`config.mk`:
```
export PLATFORM = sky130hd
export DESIGN_NAME = double_ended_queue_core
export DESIGN_NICKNAME = d
export VERILOG_FILES = /design/src/dq_pkg.sv /design/src/dq_ctrl.sv /design/src/dq_datapath.sv /design/src/double_ended_queue_core.sv
export SDC_FILE = /design/constraint.sdc
export NUM_CORES = 1
export LEC_CHECK = 0
export BUFFER_PORTS_ARGS = -buffer_cell sky130_fd_sc_hd__buf_2
export CAP_MARGIN = 20
export CORE_ASPECT_RATIO = 0.75
export CORE_MARGIN = 8
export CORE_UTILIZATION = 55
export DETAILED_ROUTE_END_ITERATION = 12
export GPL_TIMING_DRIVEN = 0
export PLACE_DENSITY = 0.72
export SLEW_MARGIN = 20
export SYNTH_ARGS = -nofsm -noshare
export SYNTH_HDL_FRONTEND = slang
export SYNTH_SLANG_ARGS = --single-unit
```
`constraint.sdc`:
```
create_clock -name clk_i -period 10.4 [get_ports clk_i]
set_input_delay 1.04 -clock clk_i [delete_from_list [all_inputs] [get_ports clk_i]]
set_output_delay 1.04 -clock clk_i [all_outputs]
set_load 0.02 [all_outputs]
```
`src/dq_pkg.sv`:
```
// ----------------------------------------------------------------------------
// dq_pkg: shared types for the double-ended queue
// Item payload structs, command and status codes, and the command/status
// bundles between the controller and the datapath.
// ----------------------------------------------------------------------------
package dq_pkg;

  // Operation codes carried in an input item
  typedef enum logic [1:0] {
    CMD_PUSH_FRONT = 2'd0,
    CMD_PUSH_BACK  = 2'd1,
    CMD_POP_FRONT  = 2'd2,
    CMD_POP_BACK   = 2'd3
  } cmd_e;

  // Result status codes
  typedef enum logic [1:0] {
    ST_OK    = 2'd0,
    ST_EMPTY = 2'd1,
    ST_FULL  = 2'd2
  } status_e;

  localparam int unsigned DataW  = 32;
  localparam int unsigned CountW = 5;

  typedef struct packed {
    cmd_e                     command;
    logic signed [DataW-1:0]  value;
  } in_item_t;

  typedef struct packed {
    status_e                  status;
    logic signed [DataW-1:0]  removed_value;
    logic [CountW-1:0]        entry_count;
  } out_item_t;

  // Controller to datapath
  typedef struct packed {
    logic latch;  // capture the accepted item
    logic exec;   // carry out the operation on store and pointers
    logic load;   // move the result into the output register
  } ctrl_cmd_t;

  // Datapath to controller
  typedef struct packed {
    logic out_free;  // output register empty or being taken this cycle
  } dp_stat_t;

  // Controller states
  typedef enum logic [1:0] {
    S_IDLE   = 2'd0,
    S_EXEC   = 2'd1,
    S_RESULT = 2'd2
  } state_e;

endpackage

```
`src/dq_ctrl.sv`:
```
// ----------------------------------------------------------------------------
// dq_ctrl: operation sequencer
// Takes one item at a time: capture, execute, then hand the result to the
// output register once it is free.
// ----------------------------------------------------------------------------
module dq_ctrl (
  input  logic              clk_i,
  input  logic              rst_ni,
  input  logic              in_valid_i,
  output logic              in_ready_o,
  input  dq_pkg::dp_stat_t  stat_i,
  output dq_pkg::ctrl_cmd_t cmd_o
);
  import dq_pkg::*;

  state_e state_q, state_d;

  // State register
  always_ff @(posedge clk_i or negedge rst_ni) begin
    if (!rst_ni) begin
      state_q <= S_IDLE;
    end else begin
      state_q <= state_d;
    end
  end

  // Next state
  always_comb begin
    state_d = state_q;
    unique case (state_q)
      S_IDLE: begin
        if (in_valid_i) state_d = S_EXEC;
      end
      S_EXEC: begin
        state_d = S_RESULT;
      end
      S_RESULT: begin
        if (stat_i.out_free) state_d = S_IDLE;
      end
      default: begin
        state_d = S_IDLE;
      end
    endcase
  end

  // Outputs
  always_comb begin
    in_ready_o = 1'b0;
    cmd_o      = '0;
    unique case (state_q)
      S_IDLE: begin
        in_ready_o  = 1'b1;
        cmd_o.latch = in_valid_i;
      end
      S_EXEC: begin
        cmd_o.exec = 1'b1;
      end
      S_RESULT: begin
        cmd_o.load = stat_i.out_free;
      end
      default: begin
        in_ready_o = 1'b0;
      end
    endcase
  end

endmodule

```
`src/dq_datapath.sv`:
```
// ----------------------------------------------------------------------------
// dq_datapath: ring buffer storage, pointers and result register
// Holds the entry memory, front slot and occupancy, works out the slot for
// each operation with a single wrap compare, and registers the result.
// ----------------------------------------------------------------------------
module dq_datapath #(
  parameter int unsigned DEPTH = 16
) (
  input  logic               clk_i,
  input  logic               rst_ni,
  input  dq_pkg::in_item_t   in_item_i,
  input  dq_pkg::ctrl_cmd_t  cmd_i,
  output dq_pkg::dp_stat_t   stat_o,
  output logic               out_valid_o,
  input  logic               out_ready_i,
  output dq_pkg::out_item_t  out_item_o
);
  import dq_pkg::*;

  localparam int unsigned AW = $clog2(DEPTH);
  localparam int unsigned CW = $clog2(DEPTH + 1);
  localparam int unsigned SW = CW + 1;
  localparam logic [SW-1:0] DepthS = SW'(DEPTH);
  localparam logic [CW-1:0] DepthC = CW'(DEPTH);
  localparam logic [AW-1:0] LastSlot = AW'(DEPTH - 1);

  // Captured item
  cmd_e                    cmd_q;
  logic signed [DataW-1:0] val_q;

  // Pointer state
  logic [AW-1:0] front_q, front_d;
  logic [CW-1:0] occ_q, occ_d;

  // Pending result
  status_e           res_status_q, res_status_d;
  logic              res_pop_q, res_pop_d;
  logic [CountW-1:0] res_count_q, res_count_d;

  // Memory
  logic [DataW-1:0]  mem_q [DEPTH];
  logic [DataW-1:0]  rd_data_q;
  logic              we, re;
  logic [AW-1:0]     addr;

  // Output register
  logic      out_valid_q, out_valid_d;
  out_item_t out_item_q;

  logic          is_pop, full, empty;
  logic [CW-1:0] offset;
  logic [SW-1:0] sum;
  logic [AW-1:0] back_slot, front_prev, front_next;

  // Item capture
  always_ff @(posedge clk_i) begin
    if (cmd_i.latch) begin
      cmd_q <= in_item_i.command;
      val_q <= in_item_i.value;
    end
  end

  // Slot arithmetic: front plus offset, wrapped once
  assign is_pop = (cmd_q == CMD_POP_FRONT) || (cmd_q == CMD_POP_BACK);
  assign full   = (occ_q == DepthC);
  assign empty  = (occ_q == '0);
  assign offset = is_pop ? (occ_q - CW'(1)) : occ_q;
  assign sum    = SW'(front_q) + SW'(offset);
  assign back_slot  = (sum >= DepthS) ? AW'(sum - DepthS) : AW'(sum);
  assign front_prev = (front_q == '0) ? LastSlot : (front_q - AW'(1));
  assign front_next = (front_q == LastSlot) ? '0 : (front_q + AW'(1));

  // Operation decode
  always_comb begin
    front_d      = front_q;
    occ_d        = occ_q;
    res_status_d = res_status_q;
    res_pop_d    = res_pop_q;
    we           = 1'b0;
    re           = 1'b0;
    addr         = back_slot;
    if (cmd_i.exec) begin
      res_pop_d    = is_pop;
      res_status_d = ST_OK;
      case (cmd_q)
        CMD_PUSH_FRONT: begin
          if (full) begin
            res_status_d = ST_FULL;
          end else begin
            addr    = front_prev;
            we      = 1'b1;
            front_d = front_prev;
            occ_d   = occ_q + CW'(1);
          end
        end
        CMD_PUSH_BACK: begin
          if (full) begin
            res_status_d = ST_FULL;
          end else begin
            we    = 1'b1;
            occ_d = occ_q + CW'(1);
          end
        end
        CMD_POP_FRONT: begin
          if (empty) begin
            res_status_d = ST_EMPTY;
          end else begin
            addr    = front_q;
            re      = 1'b1;
            front_d = front_next;
            occ_d   = occ_q - CW'(1);
          end
        end
        default: begin
          if (empty) begin
            res_status_d = ST_EMPTY;
          end else begin
            re    = 1'b1;
            occ_d = occ_q - CW'(1);
          end
        end
      endcase
    end
  end

  assign res_count_d = cmd_i.exec ? CountW'(occ_d) : res_count_q;

  // Entry memory, registered read
  always_ff @(posedge clk_i) begin
    if (we) mem_q[addr] <= val_q;
    if (re) rd_data_q <= mem_q[addr];
  end

  // Pointer and pending result registers
  always_ff @(posedge clk_i or negedge rst_ni) begin
    if (!rst_ni) begin
      front_q      <= '0;
      occ_q        <= '0;
      res_status_q <= ST_OK;
      res_pop_q    <= 1'b0;
      res_count_q  <= '0;
    end else begin
      front_q      <= front_d;
      occ_q        <= occ_d;
      res_status_q <= res_status_d;
      res_pop_q    <= res_pop_d;
      res_count_q  <= res_count_d;
    end
  end

  // Output register
  assign stat_o.out_free = !out_valid_q || out_ready_i;
  assign out_valid_d     = cmd_i.load ? 1'b1 : (out_ready_i ? 1'b0 : out_valid_q);

  always_ff @(posedge clk_i or negedge rst_ni) begin
    if (!rst_ni) begin
      out_valid_q <= 1'b0;
    end else begin
      out_valid_q <= out_valid_d;
    end
  end

  always_ff @(posedge clk_i) begin
    if (cmd_i.load) begin
      out_item_q.status        <= res_status_q;
      out_item_q.removed_value <= (res_pop_q && (res_status_q == ST_OK)) ? rd_data_q : '0;
      out_item_q.entry_count   <= res_count_q;
    end
  end

  assign out_valid_o = out_valid_q;
  assign out_item_o  = out_item_q;

  // Checks
  a_occ_range: assert property (@(posedge clk_i) disable iff (!rst_ni)
    occ_q <= DepthC) else $error("occupancy above depth");

  a_load_free: assert property (@(posedge clk_i) disable iff (!rst_ni)
    cmd_i.load |-> stat_o.out_free) else $error("result loaded over a waiting one");

  a_full_hold: assert property (@(posedge clk_i) disable iff (!rst_ni)
    (cmd_i.exec && !is_pop && full) |=> ($stable(occ_q) && $stable(front_q)))
    else $error("push on full changed state");

  a_push_count: assert property (@(posedge clk_i) disable iff (!rst_ni)
    (cmd_i.exec && !is_pop && !full) |=> (occ_q == $past(occ_q) + CW'(1)))
    else $error("push did not grow occupancy");

  a_pop_count: assert property (@(posedge clk_i) disable iff (!rst_ni)
    (cmd_i.exec && is_pop && !empty) |=> (occ_q == $past(occ_q) - CW'(1)))
    else $error("pop did not shrink occupancy");

endmodule

```
`src/double_ended_queue_core.sv`:
```
// Flow: an accepted item is captured, then executed with the registered memory
//   read, then loaded into the output register once that register is free.
// Throughput: one item at a time; the sequencer takes no new item until the
//   result is loaded, and a stalled output holds it until the result is taken.
// Reset: asynchronous, active low; clears front slot, occupancy and handshake
//   state. Entry memory is not cleared; only written entries are ever read.
// ----------------------------------------------------------------------------
// double_ended_queue_core: ring-buffer double-ended queue
// Push or pop at either end of a DEPTH-entry ring of signed 32-bit values,
// returning status, removed value and entry count for every item.
// ----------------------------------------------------------------------------
module double_ended_queue_core #(
  parameter int unsigned DEPTH = 16
) (
  input  logic              clk_i,
  input  logic              rst_ni,
  input  logic              in_valid_i,
  output logic              in_ready_o,
  input  dq_pkg::in_item_t  in_item_i,
  output logic              out_valid_o,
  input  logic              out_ready_i,
  output dq_pkg::out_item_t out_item_o
);
  import dq_pkg::*;

  ctrl_cmd_t ctrl_cmd;
  dp_stat_t  dp_stat;

  dq_ctrl u_ctrl (
    .clk_i      (clk_i),
    .rst_ni     (rst_ni),
    .in_valid_i (in_valid_i),
    .in_ready_o (in_ready_o),
    .stat_i     (dp_stat),
    .cmd_o      (ctrl_cmd)
  );

  dq_datapath #(
    .DEPTH (DEPTH)
  ) u_datapath (
    .clk_i       (clk_i),
    .rst_ni      (rst_ni),
    .in_item_i   (in_item_i),
    .cmd_i       (ctrl_cmd),
    .stat_o      (dp_stat),
    .out_valid_o (out_valid_o),
    .out_ready_i (out_ready_i),
    .out_item_o  (out_item_o)
  );

endmodule
```
# Word level (Yosys, flattened, before mapping)
# Memories as Yosys holds them, arrays and structs flattened. A register that Yosys moved wholly into a read port is not among the register bits.
# Index checks and enable logic that the tools add are counted.
# totals
elab_cells	80
reg_bits	93
output_inout_bits	41
in_bits	38
memories	1
mem_bits_rw	512
# memory_table
memory	words	word_bits	rd	rd_ports_with_merged_regs	wr	line_no	rtl
u_datapath.mem_q	16	32	1	1	1	dq_datapath.sv:41	logic [DataW-1:0] mem_q [DEPTH];
# op_classes
n_reduce_logical	14
mux	35
magnitude_cmp	1
n_eq_ne	11
addsub	6
# op_table
operator	count
$mux W4	8
$mux W5	5
$pmux W4 S2	2
$mux W1	15
$mux W2	4
$sub A4 B1 Y4 const B	2
$add A4 B5 Y6	1
$eq A2 B2 Y1 const B	3
$ge A6 B5 Y1 const B	1
$logic_not A2 Y1	3
$ne A2 B2 Y1 const B	3
$pmux W2 S3	1
$add A5 B1 Y5 const B	1
$eq A5 B5 Y1 const B	1
$logic_not A5 Y1	1
$sub A5 B1 Y5 const B	1
$add A4 B1 Y4 const B	1
$eq A2 B1 Y1 const B	2
$eq A4 B4 Y1 const B	1
$logic_not A4 Y1	1
$reduce_and A4 Y1	1
$reduce_bool A2 Y1	2
$logic_or A1 B1 Y1	2
$ne A2 B1 Y1 const B	1
4 further kinds	4

# Depth between registers and ports, before layout
# logic_depth
ltp_word	9
mapped_depth	15
mapped_depth_nobuf	12

# Hierarchy
# Synthesis repeated with hierarchy kept, for this count alone.
# unflattened
hier_cells	1789
hier_area_um2	24926.4
# by_module_without_submodules
module	n_inst	area_per_inst_um2	seq_area_each_um2	cells_each
dq_datapath	1	24831.3	18978.2	1780
dq_ctrl	1	95.1	50.0	9

# Least setup slack after synthesis
# Ideal clock, no wire load.
# synth_path
kind	reg2reg
start	register u_datapath.occ_q[0]
end	memory u_datapath.mem_q[4][0], enable pin
setup_ps	461
arrival_ps	5105
period_less_slack_ps	5566
stages_incl_launch_ff	13
slack_ps	4834
n_path_buf	2
t_required_ps	9939
path_cell_list	dfrtp_1 clkbuf_1 inv_1 ha_1 a21oi_1 ha_1 a21o_1 a21oi_1 xnor3_1 a22oi_2 clkbuf_1 nand3_1 nor3_1
# synth_via
elab_chain_cells	8
elab_cells_between_ends	17
cone_classes	3 x add/sub; 1 x order compare; 1 x eq/ne; 11 x mux; 1 x reduce/logical
# synth_rtl
element	line_no	rtl
from (decl)	dq_datapath.sv:33	logic [CW-1:0] occ_q, occ_d;
from (signal assigned)	dq_datapath.sv:138	occ_q <= '0;
from (signal assigned)	dq_datapath.sv:144	occ_q <= occ_d;
$sub A5 B1 Y5	dq_datapath.sv:67	assign offset = is_pop ? (occ_q - CW'(1)) : occ_q;
$mux W5	dq_datapath.sv:67	
$add A4 B5 Y6	dq_datapath.sv:68	assign sum = SW'(front_q) + SW'(offset);
$ge A6 B5 Y1 / $sub A4 B1 Y4 (equally long branches)	dq_datapath.sv:69	assign back_slot = (sum >= DepthS) ? AW'(sum - DepthS) : AW'(sum);
$mux W4	dq_datapath.sv:69	
$mux W4, on equally long branches	dq_datapath.sv:105, dq_datapath.sv:87	
$pmux W4 S2	dq_datapath.sv:85	case (cmd_q)
$mux W4	dq_datapath.sv:82	if (cmd_i.exec) begin
to (decl)	dq_datapath.sv:41	
# Parallel ways exist; a longest one is shown, timed or not.

# Worst setup path in the final report
# layout_path
start	register u_datapath.cmd_q[1]
end	memory u_datapath.mem_q[4][5], enable pin
# layout_via
elab_chain_cells	9
elab_cells_between_ends	19
cone_classes	2 x add/sub; 1 x order compare; 3 x eq/ne; 10 x mux; 3 x reduce/logical
# layout_rtl
element	line_no	rtl
from (decl)	dq_datapath.sv:28	cmd_e cmd_q;
from (signal assigned)	dq_datapath.sv:58	cmd_q <= in_item_i.command;
$eq A2 B2 Y1, on equally long branches	dq_datapath.sv:64, dq_datapath.sv:85	
$logic_or A1 B1 Y1	dq_datapath.sv:64	assign is_pop = (cmd_q == CMD_POP_FRONT) || (cmd_q == CMD_POP_BACK);
$mux W5	dq_datapath.sv:67	
$add A4 B5 Y6	dq_datapath.sv:68	
$ge A6 B5 Y1 / $sub A4 B1 Y4 (equally long branches)	dq_datapath.sv:69	
$mux W4	dq_datapath.sv:69	
$mux W4, on equally long branches	dq_datapath.sv:105, dq_datapath.sv:87	
$pmux W4 S2	dq_datapath.sv:85	
$mux W4	dq_datapath.sv:82	
# Parallel ways exist; a longest one is shown, timed or not.

==> results.json <==
{
  "hold_viol": 0,
  "cts_made_buffers": 57,
  "drt_pass1_iterations": 5,
  "drc": 0,
  "antenna_found_initial": 0,
  "final_layout_size_suffix_gt1_frac": 0.144,
  "vias": 14831,
  "cts_resized": 0,
  "synth-edff-count": 617,
  "synthCells": 1653,
  "end_kind": "flop",
  "start_util": 0.558,
  "hp-class": "in2async",
  "mostFrequentLayoutCell": "edfxtp_1",
  "track_usage": 0.229,
  "yosys.cell_types.count": 61,
  "ys.warnings.count": 0,
  "yosysSeqAreaShare": 0.764,
  "viasPerCell": 6.03,
  "rows": 67,
  "tns_ps": 0,
  "cts_tree": "yes",
  "crit_arrival_ps": 5890,
  "gr-total-overflow": 0,
  "coreArea_um2": 44700,
  "io_buffer_count": 78,
  "cp-start-kind": "flop",
  "clock_sinks": 637,
  "post-cts-setup-buffers": 0,
  "die_w_um": 262,
  "clock_latency_ps": 600,
  "maxCapViolations": 0,
  "setup_slack_ps": 4810,
  "num_io_pins": 79,
  "ctsHoldBuffers": 0,
  "ant_nets": 0,
  "die-area_um2": 52400,
  "maxSlewHeadroom": 0.222,
  "dpl_worst_slack_ps": 4830,
  "worstSetupPathType": "reg2reg",
  "skew_ps": 19.1,
  "fmax_mhz": 179,
  "grt_max_degree": 35,
  "finalSetupViolCount": 0,
  "drv_slew": 0,
  "worst_slew_pin_slew_ps": 1160,
  "initialDrtViolationCount": 1608,
  "finalWirelength_um": 60900,
  "worstPathRequired_ps": 10690,
  "min_period_over_period": 0.538,
  "dpl.hpwl_um": 40000,
  "place_congestion": 0.873,
  "async_flop_share": 0.0314,
  "area_delta_synth_final_pct": 14.5,
  "syn_area_um2": 24900,
  "layout_common_cells": "edfxtp_1, nand2_1, nand3_1, buf_2, mux2i_1",
  "outcome": "completed",
  "fillCellCount": 3133,
  "final.min_clock_period_ps": 5590,
  "die_h_um": 200,
  "ctsHtreeMaxLevel": 2,
  "clk_pin_slew_worst_paths_ps": 70,
  "cp_max_fo": 10,
  "synth_nets": 1700,
  "grt_pass1_vias": 14497,
  "avgRoutedWirePerCell_um": 24.7,
  "final_core_util": 0.639,
  "clock_path_buffers": 3,
  "nNetsFinal": 1873,
  "rsz0062_at_grt": "no",
  "cts-root-buf": "clkbuf_16",
  "grt_first_pass_wirelength_um": 90100,
  "avgSynthCellArea_um2": 15.1,
  "synthFlopType": "edfxtp_1",
  "yosys_register_bits": 637,
  "regToRegSetupSlack_ps": 4810
}
cell usage after synthesis (5+ instances only):
cell      count  share of area
a211oi_1     11         0.0033
a21o_1       15         0.0045
a21oi_1      28         0.0056
a221oi_1     11         0.0039
a32o_1       22         0.0088
a41o_1       21         0.0084
and2_1       45          0.011
buf_1         9         0.0014
buf_2        33         0.0066
buf_6         5         0.0023
clkbuf_1     46         0.0069
dfrtp_1      20          0.020
edfxtp_1    617           0.74
ha_1          8         0.0040
inv_1        11         0.0017
mux2_1        5         0.0023
mux2_2        6         0.0027
mux2i_1      89          0.036
nand2_1     310          0.047
nand2b_1      5         0.0013
nand3_1     154          0.031
nor2_1       57         0.0086
nor3_1       10         0.0020
o211ai_1     23         0.0069
o21ai_0      18         0.0036
o311ai_1     10         0.0035
xnor2_1       8         0.0028
xor2_1        5         0.0018
kinds of logic after synthesis:
| logic type | after synthesis | share of synthesized area |
|---|---|---|
| flops | 637 | 0.764 |
| simple gates | 600 | 0.108 |
| compound gates | 185 | 0.0576 |
| buf+inv | 108 | 0.0200 |
| mux | 100 | 0.0407 |
| xor+xnor | 14 | 0.00547 |
| fa+ha+maj | 9 | 0.00482 |
final timing paths:
check                                                           start                                     end  cells after the start
worst max-delay path                    u_datapath.cmd_q[1]$_DFFE_PP_        u_datapath.mem_q[4][5]$_DFFE_PP_                     14
worst min-delay path                                           rst_ni       u_datapath.front_q[3]$_DFFE_PN0P_                      1
worst max register to register          u_datapath.cmd_q[1]$_DFFE_PP_        u_datapath.mem_q[4][5]$_DFFE_PP_                     14
worst min register to register  u_datapath.res_count_q[2]$_DFFE_PN0P_      u_datapath.out_item_o[2]$_DFFE_PP_                      0
max in group asynchronous                                      rst_ni  u_datapath.res_status_q[1]$_DFFE_PN0P_                      1
min in group clk_i              u_datapath.res_count_q[2]$_DFFE_PN0P_      u_datapath.out_item_o[2]$_DFFE_PP_                      0
worst max-delay path, cell delays in order, from the launching register on:
cell      delay [ps]
edfxtp_1         340
clkbuf_1         410
clkbuf_1         440
nor2_1            80
a21oi_1          210
ha_1             270
a21o_1           180
a21oi_1          180
xnor3_1          440
a22oi_2          590
clkbuf_1         530
nand3_1          430
nor3_2           720
buf_6            240
buf_4            210
area by class of cell:
cell class / instances / area (um^2) / area share
Antenna cell: 1 / 2.50 / 0.0000877
Buffer: 97 / 458 / 0.0160
Clock buffer: 81 / 1610 / 0.0564
Clock inverter: 26 / 273 / 0.00956
Inverter: 11 / 41.3 / 0.00145
Multi-Input combinational cell: 908 / 5510 / 0.193
Sequential cell: 637 / 19000 / 0.667
Tap cell: 586 / 733 / 0.0257
Timing Repair Buffer: 114 / 886 / 0.0310
registers in the layout, summed over array words and instances (netlist names):
signal and cells:
u_datapath.mem_q 512, u_datapath.out_item_o 39, u_datapath.rd_data_q 32, u_datapath.val_q 32, u_datapath.occ_q 5, u_datapath.res_count_q 5, u_datapath.front_q 4, u_ctrl.state_q 2
u_datapath.cmd_q 2, u_datapath.res_status_q 2, u_datapath.out_valid_o 1, u_datapath.res_pop_q 1
layer usage:
metal,wire (um),GRT usage
met3,7070,0.0711
met4,1720,0.0726
met1,25500,0.332
met2,26600,0.328
met5,0,0
stage by stage:
stage,std cells,hold WS [ps],cell area [um^2]
2_1_floorplan,1653,425,24900
3_3_place_gp,2317,437,26000
3_5_place_dp,2353,433,26700
4_1_cts,2460,407,28500
5_1_grt,2460,446,28500
6_report,2461,399,28500
Power is left out: the tool's default activity adds up to more than one toggle a clock period on the data nets, which glitch-free logic cannot reach.
